--- config.mk ---
export PLATFORM = sky130hd
export DESIGN_NAME = beacon_service_data_parser_unit_flat
export DESIGN_NICKNAME = d
export VERILOG_FILES = /design/src/sv/bsdp_pkg.sv /design/src/sv/bsdp_if.sv /design/src/sv/bsdp_record_parser.sv /design/src/sv/beacon_service_data_parser_unit.sv /design/src/flat_wrapper.sv
export SDC_FILE = /design/constraint.sdc
export NUM_CORES = 1
export LEC_CHECK = 0
export BUFFER_PORTS_ARGS = -buffer_cell sky130_fd_sc_hd__buf_2
export CORE_MARGIN = 4
export CORE_UTILIZATION = 45
export DETAILED_ROUTE_END_ITERATION = 12
export PLACE_DENSITY = 0.67
export SLEW_MARGIN = 5
export SYNTH_ARGS = -nofsm -noshare
export SYNTH_HDL_FRONTEND = slang
export SYNTH_SLANG_ARGS = --single-unit
--- constraint.sdc ---
create_clock -name clk -period 2.64 [get_ports clk]
set_input_delay 0.528 -clock clk [delete_from_list [all_inputs] [get_ports clk]]
set_output_delay 0.528 -clock clk [all_outputs]
set_load 0.01 [all_outputs]
--- src/sv/bsdp_pkg.sv ---
package bsdp_pkg;

	// Header check outcome codes
	localparam logic [2:0] HDR_OK         = 3'd0;
	localparam logic [2:0] HDR_BAD_UUID   = 3'd1;
	localparam logic [2:0] HDR_NO_DATA    = 3'd2;
	localparam logic [2:0] HDR_DUPLICATE  = 3'd3;
	localparam logic [2:0] HDR_BAD_PROD   = 3'd4;
	localparam logic [2:0] HDR_TOO_SHORT  = 3'd5;

	localparam logic [15:0] SERVICE_UUID   = 16'hFE95;
	localparam logic [15:0] PRODUCT_ID_RST = 16'd1161;
	localparam logic [15:0] TYPE_BATTERY   = 16'h0A10;
	localparam logic [15:0] TYPE_SCORE     = 16'h1000;

	// Flags byte bits
	localparam int FLAG_ENCRYPTED = 3;
	localparam int FLAG_OFFSET12  = 5;
	localparam int FLAG_DATA      = 6;

	// Header byte positions
	localparam logic [7:0] POS_FLAGS    = 8'd0;
	localparam logic [7:0] POS_PROD_LO  = 8'd2;
	localparam logic [7:0] POS_PROD_HI  = 8'd3;
	localparam logic [7:0] POS_FRAME    = 8'd4;
	localparam logic [7:0] POS_MIN_LEN  = 8'd5;
	localparam logic [7:0] POS_REC_LONG = 8'd12;
	localparam logic [7:0] POS_REC_STD  = 8'd11;
	localparam logic [7:0] POS_MAX      = 8'd255;

	localparam logic [7:0] SCORE_LEAD   = 8'h01;
	localparam logic [2:0] LEN_MAX      = 3'd4;

	// Record parser phases
	localparam logic [2:0] PH_TYPE_HI = 3'd0;
	localparam logic [2:0] PH_TYPE_LO = 3'd1;
	localparam logic [2:0] PH_LENGTH  = 3'd2;
	localparam logic [2:0] PH_DATA0   = 3'd3;

	typedef struct packed {
		logic       found;
		logic       battery_valid;
		logic [7:0] battery_percent;
		logic       score_valid;
		logic [7:0] score_value;
	} bsdp_vals_t;

	typedef struct packed {
		logic       en;
		logic       clear;
		logic [7:0] data;
	} bsdp_rec_ctl_t;

endpackage

--- src/sv/bsdp_if.sv ---
interface bsdp_in_if;
	logic        valid;
	logic        ready;
	logic [15:0] uuid_value;
	logic [7:0]  data_byte;
	logic        last_byte;

	modport source (output valid, output uuid_value, output data_byte, output last_byte,
		input ready);
	modport sink (input valid, input uuid_value, input data_byte, input last_byte,
		output ready);
endinterface

interface bsdp_out_if;
	logic       valid;
	logic       ready;
	logic [2:0] header_status;
	logic       encrypted;
	logic       values_found;
	logic       battery_valid;
	logic [7:0] battery_percent;
	logic       score_valid;
	logic [7:0] score_value;

	modport source (output valid, output header_status, output encrypted,
		output values_found, output battery_valid, output battery_percent,
		output score_valid, output score_value, input ready);
	modport sink (input valid, input header_status, input encrypted,
		input values_found, input battery_valid, input battery_percent,
		input score_valid, input score_value, output ready);
endinterface

--- src/sv/bsdp_record_parser.sv ---
module bsdp_record_parser (
	input  logic                   clk,
	input  logic                   arst_n,
	input  bsdp_pkg::bsdp_rec_ctl_t ctl,
	output bsdp_pkg::bsdp_vals_t   vals_next
);
	import bsdp_pkg::*;

	logic [2:0]  phase_q, phase_d;
	logic [15:0] type_q, type_d;
	logic [2:0]  len_q, len_d;
	logic [7:0]  first_q, first_d;
	logic        stopped_q, stopped_d;
	bsdp_vals_t  vals_q, vals_d;
	logic [2:0]  idx;
	logic [7:0]  first_eff;

	assign idx       = phase_q - PH_DATA0;
	assign first_eff = (idx == 3'd0) ? ctl.data : first_q;

	// Advance the type/length/value walk by one byte
	always_comb begin
		phase_d   = phase_q;
		type_d    = type_q;
		len_d     = len_q;
		first_d   = first_q;
		stopped_d = stopped_q;
		vals_d    = vals_q;
		if (ctl.en && !stopped_q) begin
			case (phase_q)
				PH_TYPE_HI: begin
					type_d  = {ctl.data, 8'h00};
					phase_d = PH_TYPE_LO;
				end
				PH_TYPE_LO: begin
					type_d[7:0] = ctl.data;
					phase_d     = PH_LENGTH;
				end
				PH_LENGTH: begin
					if (ctl.data == 8'd0 || ctl.data > {5'd0, LEN_MAX}) begin
						stopped_d = 1'b1;
						phase_d   = PH_TYPE_HI;
					end else begin
						len_d   = ctl.data[2:0];
						phase_d = PH_DATA0;
					end
				end
				default: begin
					first_d = first_eff;
					if ({1'b0, idx} + 4'd1 >= {1'b0, len_q}) begin
						phase_d = PH_TYPE_HI;
						if (type_q == TYPE_BATTERY && len_q == 3'd1) begin
							vals_d.found           = 1'b1;
							vals_d.battery_valid   = 1'b1;
							vals_d.battery_percent = ctl.data;
						end else if (type_q == TYPE_SCORE && len_q == 3'd2 &&
							first_eff == SCORE_LEAD) begin
							vals_d.found       = 1'b1;
							vals_d.score_valid = 1'b1;
							vals_d.score_value = ctl.data;
						end
					end else begin
						phase_d = phase_q + 3'd1;
					end
				end
			endcase
		end
	end

	assign vals_next = vals_d;

	// Hold the walk state; drop it at packet end
	always_ff @(posedge clk or negedge arst_n) begin
		if (!arst_n) begin
			phase_q   <= PH_TYPE_HI;
			type_q    <= '0;
			len_q     <= '0;
			first_q   <= '0;
			stopped_q <= 1'b0;
			vals_q    <= '0;
		end else if (ctl.clear) begin
			phase_q   <= PH_TYPE_HI;
			type_q    <= '0;
			len_q     <= '0;
			first_q   <= '0;
			stopped_q <= 1'b0;
			vals_q    <= '0;
		end else begin
			phase_q   <= phase_d;
			type_q    <= type_d;
			len_q     <= len_d;
			first_q   <= first_d;
			stopped_q <= stopped_d;
			vals_q    <= vals_d;
		end
	end

endmodule

--- src/sv/beacon_service_data_parser_unit.sv ---
// Channel     Dir  Handshake     Carries
// item_in     in   valid/ready   uuid_value, data_byte, last_byte
// report_out  out  valid/ready   header_status .. score_value
// product_id  in   we/wdata      accepted product id (16 bits)
//
// One item per cycle while item_in.ready is high; a packet's report enters the
// output register when its last byte is taken. item_in.ready is low only while
// a report waits in the output register and report_out.ready is low. Reset
// clears the packet state and the frame counter, and loads product id 1161.
module beacon_service_data_parser_unit (
	input  logic clk,
	input  logic arst_n,
	bsdp_in_if.sink    item_in,
	bsdp_out_if.source report_out,
	input  logic        product_id_we,
	input  logic [15:0] product_id_wdata
);
	import bsdp_pkg::*;

	logic [15:0]   product_id_q;
	logic [7:0]    pos_q, pos_next;
	logic [7:0]    flags_q, flags_d;
	logic [7:0]    prod_lo_q;
	logic [7:0]    frame_q, frame_d;
	logic [2:0]    hdr_q, hdr_d, status;
	logic [7:0]    offset;
	logic          acc;
	logic          out_valid_q;
	bsdp_rec_ctl_t rec_ctl;
	bsdp_vals_t    vals_next;

	assign acc           = item_in.valid && item_in.ready;
	assign item_in.ready = !out_valid_q || report_out.ready;

	// Header checks by byte position
	always_comb begin
		flags_d = flags_q;
		hdr_d   = hdr_q;
		frame_d = frame_q;
		case (pos_q)
			POS_FLAGS: begin
				flags_d = item_in.data_byte;
				if (item_in.uuid_value != SERVICE_UUID)
					hdr_d = HDR_BAD_UUID;
				else if (!item_in.data_byte[FLAG_DATA])
					hdr_d = HDR_NO_DATA;
				else
					hdr_d = HDR_OK;
			end
			POS_PROD_HI: begin
				if (hdr_q == HDR_OK && {item_in.data_byte, prod_lo_q} != product_id_q)
					hdr_d = HDR_BAD_PROD;
			end
			POS_FRAME: begin
				if (hdr_q == HDR_OK || hdr_q == HDR_BAD_PROD) begin
					if (item_in.data_byte == frame_q)
						hdr_d = HDR_DUPLICATE;
					else
						frame_d = item_in.data_byte;
				end
			end
			default: ;
		endcase
	end

	// Feed record bytes once the header is good and in the clear
	assign offset      = flags_q[FLAG_OFFSET12] ? POS_REC_LONG : POS_REC_STD;
	assign rec_ctl.en  = acc && pos_q >= POS_MIN_LEN && hdr_d == HDR_OK &&
		!flags_d[FLAG_ENCRYPTED] && pos_q >= offset;
	assign rec_ctl.clear = acc && item_in.last_byte;
	assign rec_ctl.data  = item_in.data_byte;

	bsdp_record_parser u_rec (
		.clk       (clk),
		.arst_n    (arst_n),
		.ctl       (rec_ctl),
		.vals_next (vals_next)
	);

	assign pos_next = (pos_q == POS_MAX) ? pos_q : pos_q + 8'd1;
	assign status   = ((hdr_d == HDR_OK || hdr_d == HDR_BAD_PROD) && pos_next < POS_MIN_LEN)
		? HDR_TOO_SHORT : hdr_d;

	// Configuration register
	always_ff @(posedge clk or negedge arst_n) begin
		if (!arst_n)
			product_id_q <= PRODUCT_ID_RST;
		else if (product_id_we)
			product_id_q <= product_id_wdata;
	end

	// Advance packet state; clear it on the last byte, when the report is loaded
	always_ff @(posedge clk or negedge arst_n) begin
		if (!arst_n) begin
			pos_q     <= '0;
			flags_q   <= '0;
			prod_lo_q <= '0;
			frame_q   <= '0;
			hdr_q     <= HDR_OK;
		end else if (acc) begin
			frame_q <= frame_d;
			if (item_in.last_byte) begin
				pos_q     <= '0;
				flags_q   <= '0;
				prod_lo_q <= '0;
				hdr_q     <= HDR_OK;
			end else begin
				pos_q   <= pos_next;
				flags_q <= flags_d;
				hdr_q   <= hdr_d;
				if (pos_q == POS_PROD_LO)
					prod_lo_q <= item_in.data_byte;
			end
		end
	end

	// Output register: load on last byte, hold while stalled
	always_ff @(posedge clk or negedge arst_n) begin
		if (!arst_n)
			out_valid_q <= 1'b0;
		else if (acc && item_in.last_byte)
			out_valid_q <= 1'b1;
		else if (report_out.ready)
			out_valid_q <= 1'b0;
	end

	always_ff @(posedge clk) begin
		if (acc && item_in.last_byte) begin
			report_out.header_status <= status;
			if (status == HDR_OK) begin
				report_out.encrypted       <= flags_d[FLAG_ENCRYPTED];
				report_out.values_found    <= vals_next.found;
				report_out.battery_valid   <= vals_next.battery_valid;
				report_out.battery_percent <= vals_next.battery_percent;
				report_out.score_valid     <= vals_next.score_valid;
				report_out.score_value     <= vals_next.score_value;
			end else begin
				report_out.encrypted       <= 1'b0;
				report_out.values_found    <= 1'b0;
				report_out.battery_valid   <= 1'b0;
				report_out.battery_percent <= '0;
				report_out.score_valid     <= 1'b0;
				report_out.score_value     <= '0;
			end
		end
	end

	assign report_out.valid = out_valid_q;

endmodule

--- src/flat_wrapper.sv ---
// flat-port wrapper written by rule: the top's interface ports become plain ports
module beacon_service_data_parser_unit_flat import bsdp_pkg::*;
  (clk, arst_n, product_id_we, product_id_wdata, item_in_valid, item_in_uuid_value, item_in_data_byte, item_in_last_byte, item_in_ready, report_out_valid, report_out_header_status, report_out_encrypted, report_out_values_found, report_out_battery_valid, report_out_battery_percent, report_out_score_valid, report_out_score_value, report_out_ready);
  bsdp_in_if item_in_i ();
  bsdp_out_if report_out_i ();
  input  logic clk;
  input  logic arst_n;
  input  logic product_id_we;
  input  logic [15:0] product_id_wdata;
  input wire logic [$bits(item_in_i.valid)-1:0] item_in_valid;
  input wire logic [$bits(item_in_i.uuid_value)-1:0] item_in_uuid_value;
  input wire logic [$bits(item_in_i.data_byte)-1:0] item_in_data_byte;
  input wire logic [$bits(item_in_i.last_byte)-1:0] item_in_last_byte;
  output wire logic [$bits(item_in_i.ready)-1:0] item_in_ready;
  output wire logic [$bits(report_out_i.valid)-1:0] report_out_valid;
  output wire logic [$bits(report_out_i.header_status)-1:0] report_out_header_status;
  output wire logic [$bits(report_out_i.encrypted)-1:0] report_out_encrypted;
  output wire logic [$bits(report_out_i.values_found)-1:0] report_out_values_found;
  output wire logic [$bits(report_out_i.battery_valid)-1:0] report_out_battery_valid;
  output wire logic [$bits(report_out_i.battery_percent)-1:0] report_out_battery_percent;
  output wire logic [$bits(report_out_i.score_valid)-1:0] report_out_score_valid;
  output wire logic [$bits(report_out_i.score_value)-1:0] report_out_score_value;
  input wire logic [$bits(report_out_i.ready)-1:0] report_out_ready;
  assign item_in_i.valid = item_in_valid;
  assign item_in_i.uuid_value = item_in_uuid_value;
  assign item_in_i.data_byte = item_in_data_byte;
  assign item_in_i.last_byte = item_in_last_byte;
  assign item_in_ready = item_in_i.ready;
  assign report_out_valid = report_out_i.valid;
  assign report_out_header_status = report_out_i.header_status;
  assign report_out_encrypted = report_out_i.encrypted;
  assign report_out_values_found = report_out_i.values_found;
  assign report_out_battery_valid = report_out_i.battery_valid;
  assign report_out_battery_percent = report_out_i.battery_percent;
  assign report_out_score_valid = report_out_i.score_valid;
  assign report_out_score_value = report_out_i.score_value;
  assign report_out_i.ready = report_out_ready;
  beacon_service_data_parser_unit u_core (.clk(clk), .arst_n(arst_n), .item_in(item_in_i), .report_out(report_out_i), .product_id_we(product_id_we), .product_id_wdata(product_id_wdata));
endmodule
Word level (Yosys, flattened, before mapping)
Index checks and enable logic that the tools add are counted.
Operators by class
  $add $sub $neg: 4
  bitwise operators: 1
  magnitude comparators: 5
  mux-type cells: 47
  reductions and logical operators: 43
  eq/ne operators: 18
Operators by type and width (count)
  19-bit 2-to-1 mux: 4
  8-bit 2-to-1 mux: 9
  3-bit 2-to-1 mux: 14
  16-bit 2-to-1 mux: 2
  9-bit 2-to-1 mux: 3
  3-bit case mux with 3 select lines: 2
  16-bit by 12-bit equality test with 1-bit output, second input constant: 1
  16-bit by 13-bit equality test with 1-bit output, second input constant: 1
  8-bit by 2-bit equality test with 1-bit output, second input constant: 2
  8-bit zero test: 2
  16-bit != test: 1
  16-bit != test, second input constant: 1
  8-bit case mux with 2 select lines: 1
  3-bit zero test: 5
  2-bit nonzero test: 7
  1-bit logical AND: 12
  6-bit 2-to-1 mux: 2
  2-bit AND reduction: 5
  8-bit by 1-bit adder with 8-bit output, second input constant: 1
  8-bit by 1-bit equality test with 1-bit output, second input constant: 1
  8-bit by 3-bit equality test with 1-bit output, second input constant: 1
  8-bit equality test: 1
  8-bit equality test, second input constant: 1
  8-bit by 3-bit >= comparator with 1-bit output, second input constant: 1
  20 further kinds: 38
Storage, ports and cells
  output and inout port bits: 25
  input port bits: 46
  register bits after elaboration: 123

Logic depth before layout (Yosys ltp)
Gate-level depths: netlist (run 1).
  depth in word-level cells: 11
  depth in mapped cells: 12

By module
Synthesis (run 1) repeated with hierarchy kept, for this count alone.
Unflattened totals
  cell total of the unflattened synthesis: 554
  area total of the unflattened synthesis: 6134.6 sq um
By module, submodules not included
  beacon_service_data_parser_unit: area each 3518.4 sq um, times used 1, cells each 295
  bsdp_record_parser: area each 2616.3 sq um, times used 1, cells each 259

Least setup slack after synthesis (run 1)
No wires, ideal clock.
  path kind: input to register
  from: input port item_in_data_byte[4]
  to: register u_core.report_out.score_value[0] (data pin)
  slack: -0.279 ns
  data arrival time: 2.660 ns
  required time: 2.380 ns
  cell stages on the path: 7
  buffers on the path: 1
  library setup time: 0.260 ns
  cells stage by stage: buf_6 > or4_4 > or4_4 > a2111oi_4 > nand3_4 > o21ai_2 > a21oi_1
On the way
  cells in the longest elaborated chain, start to end: 10
  elaborated cells on any way between the ends: 25
RTL lines
  start: declaration: RTL line flat_wrapper.sv:12  | input wire logic [$bits(item_in_i.data_byte)-1:0] item_in_data_byte;
  branches (longest 10 deep; another with 8-bit equality test)
  end: declaration: RTL line bsdp_if.sv:27  | output score_valid, output score_value, input ready);
Several ways; the timed one is not identified.
A chain may end at the register's enable or synchronous reset.

Worst setup path in the final report (run 1)
  from: register u_core.pos_q[0]
  to: register u_core.report_out.score_value[5] (data pin)
On the way
  cells in the longest elaborated chain, start to end: 8
  elaborated cells on any way between the ends: 24
RTL lines
  start: declaration: RTL line beacon_service_data_parser_unit.sv:21  | logic [7:0] pos_q, pos_next;
  start signal: assignment: RTL line beacon_service_data_parser_unit.sv:108  | pos_q <= pos_next;
  branches (longest 8 deep; another with 8-bit by 1-bit adder with 8-bit output)
Several ways; the timed one is not identified. The select of a mux whose other input is x is not followed.

==> summary.txt, run 1 <==
final setup vio count: 57
post-synthesis cell count: 584
# nets final: 810
Antenna diodes: 0
Placer Congestion: 0.881
Seq/Total Area, Yosys: 0.491
Final Hold Violating Endpoints: 0
Synth Net Count: 645
Primary FF master, synth: dfrtp_1
power density cells: 688 mW/mm^2
initial drt markers: 416
complex-gate fraction of the synthesized area: 0.162
Detailed Place HPWL: 11400 um
worst hold path class: in2async
Synth Area per Inst: 10.8 sq um
GRT Overall Usage: 0.215
global-route wire length before repair: 27200 um
TritonCTS Buffers: 17
worst reg-to-reg setup slack: -0.17 ns
fin cells: 942
worst endpoint data arrival time: 2.98 ns
register area: 0.00310 sq mm
Post-Syn Area: 0.00631 sq mm
Max Slew Vio Count: 0
FF-to-FF Start: u_core.pos_q[0]
die area: 0.0160 sq mm
number of max-cap violations: 0
setup ws final: -0.170 ns
Async SR Flop Fraction: 0.807
routed length per placed instance: 18.9 um
Max clock buf depth: 2
Worst Path Required: 2.81 ns
Clock Latency Late Sink: 0.43 ns
Leakage: 0.00375 uW
Port Buffer Count: 70
final wirelength: 17800 um
ranking of synthesized cells by area: dfrtp_1, edfxtp_1, a21oi_1, mux2_2, nand4_1
unrepaired setup endpoints after global routing: yes
Core Rows: 43
CTS Root Cell: clkbuf_16
f_max: 0.356 GHz
drt first pass iters: 7
post-synthesis xor/xnor area fraction: 0.0416
critical path startpoint: u_core.pos_q[0]
Power, Total: 6090 uW
Die X: 126 um
Reg-to-Reg End: u_core.report_out.score_value[5]
DR vias: 5482
GRT overflow: 0
adder-cell share of the synthesized area: 0.0297
vias in the first global route: 5294
leading area contributor after synthesis: dfrtp_1
VDD IR max: 0.453 mV
minimum clock period: 2.81 ns
slew margin rel.: 0.603
Seq cells post-synth: 119
Initial Util: 0.457
Worst Path Max Fanout: 8
# clock sinks: 119
Setup Skew: 0.0128 ns
worst slew pin tran: 0.592 ns
Tcrit/Tclk final: 1.06
# DRC: 0
mux contribution to synthesized area: 0.0555
yosys warns: 0
Critical Path Sink: u_core.report_out.score_value[5]
CTS tree: done
type of the worst setup path: reg2reg
Syn-to-layout area delta: 40.2%
Die Height: 126 um
Multi-input gate area: 0.00336 sq mm
cell count after placement: 884
hold_ws: 0.103 ns
Fillers: 1042
main combinational cell family by area after synthesis: simple AND/OR/NAND/NOR gates
initial antenna violation count: 0
top cell type's share of synthesized area: 0.365
outcome: finished, violations left
EDFF count, synth: 23
H-Tree Depth: 4
critical path startpoint category: flop
R2R depth: 9
Netlist cell types: 79
Worst-path clk slew: 0.05 ns
pre-CTS setup slack: -0.238 ns
post-route ant nets: 0
# hold bufs at CTS: 0
simple-gate share of the synthesized area: 0.162
failing checks: negative setup slack
post-DR vias/cell: 5.82
core area: 0.0138 sq mm
Worst setup EP type: flop
share of post-route cells with drive strength above 1: 0.490
largest net degree at the start of global routing: 56
# IOs: 71
## worst min path at each step
| stage | start | cells past startpoint | to |
|---|---|---|---|
| final | arst_n | 1 | u_core.product_id_q[6] |
| after global routing | arst_n | 1 | u_core.hdr_q[0] |
| after global placement | u_core.u_rec.vals_q[17] | 2 | u_core.u_rec.vals_q[17] |
| after detailed placement | u_core.prod_lo_q[3] | 1 | u_core.prod_lo_q[3] |
| after floorplan | arst_n | 0 | u_core.flags_q[3] |
| after CTS | arst_n | 1 | u_core.prod_lo_q[7] |
## critical path: stages (launching register included)
cell and delay [ns]:
dfrtp_1 0.39, inv_2 0.06, ha_2 0.17, or3b_4 0.38, o21ai_2 0.18, nand4b_1 0.18
or4_4 0.55, a211o_4 0.37, o21ai_4 0.20, a21oi_2 0.07
## synth_stat cells (4+ instances only)
cell type	n
mux2i_1	8
o21ai_1	21
nand4_1	33
xor2_1	18
clkbuf_1	17
a31oi_1	8
clkbuf_8	6
ha_1	15
nor2_1	38
nor3b_1	4
o21ai_2	10
mux2_2	24
or4_4	4
o21ai_0	20
buf_6	9
nand2_1	16
xnor2_1	12
dfrtp_1	92
edfxtp_1	23
dfstp_2	4
nand2b_1	6
a22o_1	9
nand3_1	16
inv_1	14
a21oi_1	56
a21oi_2	5
nor3_1	10
nor4_1	8
## cell families after synthesis
group	count (synthesis)
AND/OR/NAND/NOR	173
XOR/XNOR	30
multiplexers	32
adder cells (fa/ha/maj)	15
AO/OA/AOI/OAI	157
flip-flops	119
buffers and inverters	58
## flip-flops by register name, indices dropped and copies added (netlist names), 8 cells and up
| signal | flops |
|---|---|
| u_core.frame_q | 8 |
| u_core.pos_q | 8 |
| u_core.prod_lo_q | 8 |
| u_core.product_id_q | 16 |
| u_core.report_out.battery_percent | 8 |
| u_core.report_out.score_value | 8 |
| u_core.u_rec.first_q | 8 |
| u_core.u_rec.type_q | 16 |
| u_core.u_rec.vals_q | 19 |
## cell usage in the layout, fill, tap and decap left out, types with 15 or more instances in the layout
cell	instances
nor2_1	31
nand4_1	33
buf_4	96
dfrtp_1	91
edfxtp_1	23
o21ai_2	24
clkbuf_16	21
a21oi_1	40
xor2_1	17
buf_2	69
mux2_2	24
nand3_1	15
a21oi_2	21
## power breakdown
group          total [uW]  switching, uW  leakage (uW)  internal, uW
clock network        2500            810      0.000317          1690
logic                1460            751       0.00194           713
registers            2120           92.1       0.00149          2020
total                6090           1650       0.00375          4430
## per-stage QoR
stage                util  area [sq um]  setup TNS, ns
finish              0.640          8850          -4.24
global route        0.640          8850          -9.84
CTS                 0.593          8200          -2.43
detailed placement  0.531          7350          -8.83
global placement    0.531          7350          -5.00
floorplan               -          6330          -2.54
## per-layer routing
metal,share of wire,global-route usage,up-vias
li1,-,-,2499
met1,0.42,0.288,2722
met2,0.49,0.336,226
met3,0.065,0.0531,35
met4,0.020,0.0839,0
met5,0,0,-
## final cells by class
| cell class | count | area share |
|---|---|---|
| clock buffers | 26 | 0.0612 |
| clock inverters | 6 | 0.0122 |
| inverters | 15 | 0.00665 |
| multi-input cells | 407 | 0.380 |
| flip-flops and latches | 119 | 0.350 |
| well taps | 180 | 0.0255 |
| repair buffers | 189 | 0.164 |
## what timing repair did
| action | CTS | global route |
|---|---|---|
| buffers inserted | 8 | 14 |
| pin swaps | 18 | 71 |
| hold endpoints to repair | 0 | 0 |
| cloned | 2 | 3 |
| setup endpoints to repair | 66 | 70 |
| gates resized for setup | 30 | 117 |
No activity file was read; power rests on OpenSTA's default activity.
==> inputs of run 2 (changes only) <==
--- a/config.mk
+++ b/config.mk
@@ -9,7 +9,7 @@
 export CORE_MARGIN = 4
 export CORE_UTILIZATION = 45
 export DETAILED_ROUTE_END_ITERATION = 12
-export PLACE_DENSITY = 0.67
+export PLACE_DENSITY = 0.65
 export SLEW_MARGIN = 5
 export SYNTH_ARGS = -nofsm -noshare
 export SYNTH_HDL_FRONTEND = slang
==> constraint.sdc (replaced) <==
create_clock -name clk -period 3.2 [get_ports clk]
set_input_delay 0.64 -clock clk [delete_from_list [all_inputs] [get_ports clk]]
set_output_delay 0.64 -clock clk [all_outputs]
set_load 0.01 [all_outputs]
==> summary.txt, run 2 (synthesis gave the netlist of run 1 again) <==
Max Slew Vio Count: 0
H-Tree Depth: 4
post-DR vias/cell: 5.75
f_max: 0.329 GHz
# hold bufs at CTS: 0
post-route ant nets: 0
slew margin rel.: 0.516
Finished Core Util: 0.538
Setup Skew: 0.00855 ns
Die Height: 126 um
Placer Congestion: 0.883
most frequent cells in the layout: dfrtp_1, buf_2, a21oi_1
hold_ws: 0.233 ns
Worst Path Max Fanout: 8
Tcrit/Tclk final: 0.949
Die X: 126 um
worst hold path class: in2async
final setup vio count: 0
TritonCTS Buffers: 17
CTS tree: done
share of post-route cells with drive strength above 1: 0.298
outcome: completed
drt first pass iters: 5
Fillers: 1221
worst endpoint data arrival time: 3.20 ns
critical path startpoint category: flop
TNS Setup: 0 ns
# IOs: 71
Worst setup EP type: flop
initial antenna violation count: 0
max FFs per register: 19
core area: 0.0138 sq mm
Detailed Place HPWL: 10800 um
vias in the first global route: 4898
Syn-to-layout area delta: 17.9%
largest net degree at the start of global routing: 51
most common cell after layout, fill and taps aside: dfrtp_1
die area: 0.0160 sq mm
type of the worst setup path: reg2reg
Antenna diodes: 0
Worst-path clk slew: 0.06 ns
GRT overflow: 0
Final Hold Violating Endpoints: 0
Worst Path Required: 3.37 ns
Core Rows: 43
final wirelength: 15100 um
worst reg-to-reg setup slack: 0.16 ns
initial drt markers: 467
Port Buffer Count: 70
VDD IR max: 0.423 mV
unrepaired setup endpoints after global routing: no
number of max-cap violations: 0
Largest Register: u_core.u_rec.vals_q
minimum clock period: 3.04 ns
power density cells: 579 mW/mm^2
global-route wire length before repair: 24800 um
# clock sinks: 119
# nets final: 725
DR vias: 4926
Leakage: 0.00323 uW
Clock Latency Late Sink: 0.42 ns
Initial Util: 0.457
# DRC: 0
routed length per placed instance: 17.7 um
top flop regs: u_core.u_rec.vals_q (19), u_core.product_id_q (16), u_core.u_rec.type_q (16)
CTS Root Cell: clkbuf_16
worst slew pin tran: 0.725 ns
Max clock buf depth: 2
GRT Overall Usage: 0.194
## run 2: timing repair
action	CTS	global route
gates resized for setup	0	2
setup buffers	0	0
endpoints found under the setup margin	0	6
## run 2: where the power goes
part,leakage (uW),total (uW),internal (uW),switching (uW)
Combinational,0.00146,745,305,440
Sequential,0.00150,1740,1670,73.8
Clock,0.000270,1820,1130,683
Total,0.00323,4300,3110,1200
## run 2: critical path: stages (launching register included)
cell	delay [ns]
dfrtp_1	0.37
inv_1	0.11
ha_1	0.19
or3b_2	0.49
o21ai_2	0.17
nand4b_1	0.20
or4_1	0.56
a211o_2	0.40
o21ai_2	0.18
a21oi_1	0.09
## run 2: path summary, 6_finish.rpt
| path | start | end | cells after the start |
|---|---|---|---|
| setup / recovery | u_core.pos_q[0] | u_core.report_out.score_value[2] | 9 |
| hold / removal | arst_n | u_core.product_id_q[15] | 1 |
| setup reg to reg | u_core.pos_q[0] | u_core.report_out.score_value[2] | 9 |
| hold reg to reg | u_core.u_rec.vals_q[15] | u_core.u_rec.vals_q[15] | 2 |
| max in group asynchronous | arst_n | u_core.u_rec.vals_q[12] | 2 |
| min in group clk | product_id_wdata[15] | u_core.product_id_q[15] | 2 |
## run 2: layout make-up
type	instances	area (sq um)	share of cell area
well taps	180	225	0.0303
multi-input cells	407	2850	0.383
repair buffers	104	646	0.0868
clock inverters	14	135	0.0182
clock buffers	18	429	0.0577
flip-flops and latches	119	3100	0.416
inverters	15	56.3	0.00757
## run 2: stage by stage
stage	instance area [sq um]	std cells	power [uW]	setup WS, ns
after global placement	6870	825	2490	0.174
after detailed placement	6870	825	2510	0.140
after global routing	7440	857	4500	0.00143
after floorplan	6310	584	2310	0.169
after CTS	7430	857	4340	0.168
final	7440	857	4300	0.164
## run 2: per-layer routing
metal	routed length, um	global-route usage
met4	334	0.0808
met5	0	0
met2	7080	0.300
met3	1020	0.0501
met1	6710	0.261
==> inputs of run 3 (changes only) <==
--- a/config.mk
+++ b/config.mk
@@ -6,10 +6,11 @@
 export NUM_CORES = 1
 export LEC_CHECK = 0
 export BUFFER_PORTS_ARGS = -buffer_cell sky130_fd_sc_hd__buf_2
+export CORE_ASPECT_RATIO = 0.9
 export CORE_MARGIN = 4
 export CORE_UTILIZATION = 45
 export DETAILED_ROUTE_END_ITERATION = 12
-export PLACE_DENSITY = 0.65
+export MAX_ROUTING_LAYER = met4
 export SLEW_MARGIN = 5
 export SYNTH_ARGS = -nofsm -noshare
 export SYNTH_HDL_FRONTEND = slang
==> summary.txt, run 3 (synthesis gave the netlist of run 1 again) <==
worst endpoint data arrival time: 3.21 ns
Worst Path Required: 3.36 ns
Antenna diodes: 0
Placer Congestion: 0.884
# clock sinks: 119
Clock Latency Late Sink: 0.42 ns
TNS Setup: 0 ns
minimum clock period: 3.05 ns
max FFs per register: 19
number of max-cap violations: 0
Syn-to-layout area delta: 18.1%
post-route ant nets: 0
f_max: 0.328 GHz
Worst path top cell family by delay: simple AND/OR/NAND/NOR gates
metal3 WL: 933 um
Multi-input gate area: 0.00286 sq mm
Worst Path Max Fanout: 8
outcome: completed
worst slew pin tran: 0.678 ns
CTS tree: done
# nets final: 724
WL met1: 7190 um
Most common cell on crit path: o21ai_2
register area: 0.00310 sq mm
most frequent cells in the layout: dfrtp_1, buf_2, a21oi_1
Worst-path clk slew: 0.05 ns
Crit path largest cell delay: 0.57 ns
Power, Total: 4300 uW
Leakage: 0.00322 uW
Core Rows: 40
initial drt markers: 366
Reg-to-Reg End: u_core.report_out.score_value[1]
worst hold path class: in2async
GRT Overall Usage: 0.206
# IOs: 71
TritonCTS Buffers: 17
VDD IR max: 0.360 mV
top flop regs: u_core.u_rec.vals_q (19), u_core.product_id_q (16), u_core.u_rec.type_q (16)
Max Slew Vio Count: 0
cell with the largest stage delay on the worst path: or4_1
slew margin rel.: 0.548
Max clock buf depth: 2
Tcrit/Tclk final: 0.952
share of post-route cells with drive strength above 1: 0.293
largest net degree at the start of global routing: 74
Die Height: 120 um
Port Buffer Count: 70
Largest Register: u_core.u_rec.vals_q
power density cells: 576 mW/mm^2
vias in the first global route: 4863
most common cell after layout, fill and taps aside: dfrtp_1
R2R depth: 9
Finished Core Util: 0.550
unrepaired setup endpoints after global routing: no
Worst setup EP type: flop
worst reg-to-reg setup slack: 0.15 ns
crit path buf inv count: 1
top routing layer in use: met4
routed length per placed instance: 18.1 um
die area: 0.0160 sq mm
Setup Skew: 0.00844 ns
Die X: 133 um
type of the worst setup path: reg2reg
critical path startpoint category: flop
critical path, cell by cell: inv_1, ha_1, or3b_2, o21ai_2, nand4b_1, or4_1, a211o_4, o21ai_2, a21oi_1
Initial Util: 0.465
initial antenna violation count: 0
Fillers: 1201
CTS Root Cell: clkbuf_16
H-Tree Depth: 4
Final Hold Violating Endpoints: 0
post-DR vias/cell: 5.75
final setup vio count: 0
# DRC: 0
DR vias: 4971
FF-to-FF Start: u_core.pos_q[0]
# hold bufs at CTS: 0
Detailed Place HPWL: 10800 um
WL met2: 7410 um
drt first pass iters: 5
core area: 0.0136 sq mm
GRT overflow: 0
final wirelength: 15700 um
global-route wire length before repair: 25200 um
-- run 3: worst reg2reg max path, stage by stage (launching register included) --
cell	delay, ns
dfrtp_1	0.44
inv_1	0.13
ha_1	0.19
or3b_2	0.50
o21ai_2	0.16
nand4b_1	0.15
or4_1	0.57
a211o_4	0.36
o21ai_2	0.18
a21oi_1	0.09
-- run 3: stage by stage --
stage                     setup slack (ns)  cells  hold WS, ns  cell area [sq um]
after floorplan                      0.169    584        0.344               6310
after global placement               0.204    833        0.500               6870
after detailed placement            0.0847    833        0.502               6870
after CTS                           0.0602    865        0.288               7430
after global routing                0.0128    865        0.314               7450
final                                0.153    865        0.257               7450
-- run 3: per-layer routing --
| metal | global-route usage | vias to the layer above |
|---|---|---|
| met5 | - | - |
| li1 | - | 2314 |
| met1 | 0.278 | 2477 |
| met3 | 0.0562 | 13 |
| met2 | 0.306 | 167 |
| met4 | 0.0597 | 0 |
-- run 3: worst max path at each step --
| stage | endpoint | cells after the start | slack (ns) | from |
|---|---|---|---|---|
| 2_1_floorplan | u_core.report_out.score_value[0] | 7 | 0.17 | item_in_data_byte[4] |
| 3_3_place_gp | u_core.report_out.score_value[5] | 7 | 0.20 | item_in_data_byte[5] |
| 3_5_place_dp | u_core.report_out.score_value[4] | 10 | 0.08 | u_core.u_rec.phase_q[0] |
| 4_1_cts | u_core.report_out.score_value[1] | 10 | 0.06 | u_core.u_rec.phase_q[0] |
| 5_1_grt | u_core.report_out.battery_percent[1] | 11 | 0.01 | u_core.u_rec.phase_q[0] |
| 6_report | u_core.report_out.score_value[1] | 9 | 0.15 | u_core.pos_q[0] |
-- run 3: cell type report --
| class | count | area share |
|---|---|---|
| clock buffers | 29 | 0.0700 |
| flip-flops and latches | 119 | 0.416 |
| inverters | 15 | 0.00755 |
| clock inverters | 3 | 0.00537 |
| multi-input cells | 407 | 0.384 |
| repair buffers | 103 | 0.0856 |
| well taps | 189 | 0.0317 |
-- run 3: report_power, final --
group	leakage (uW)	switching, uW	internal, uW
logic	0.00145	440	305
clock network	0.000275	628	1170
registers	0.00149	79.7	1670
total	0.00322	1150	3150
-- run 3: what timing repair did --
action	4_1_cts	5_1_grt
buffers inserted	0	0
setup endpoints to repair	0	21
resized for setup	0	4
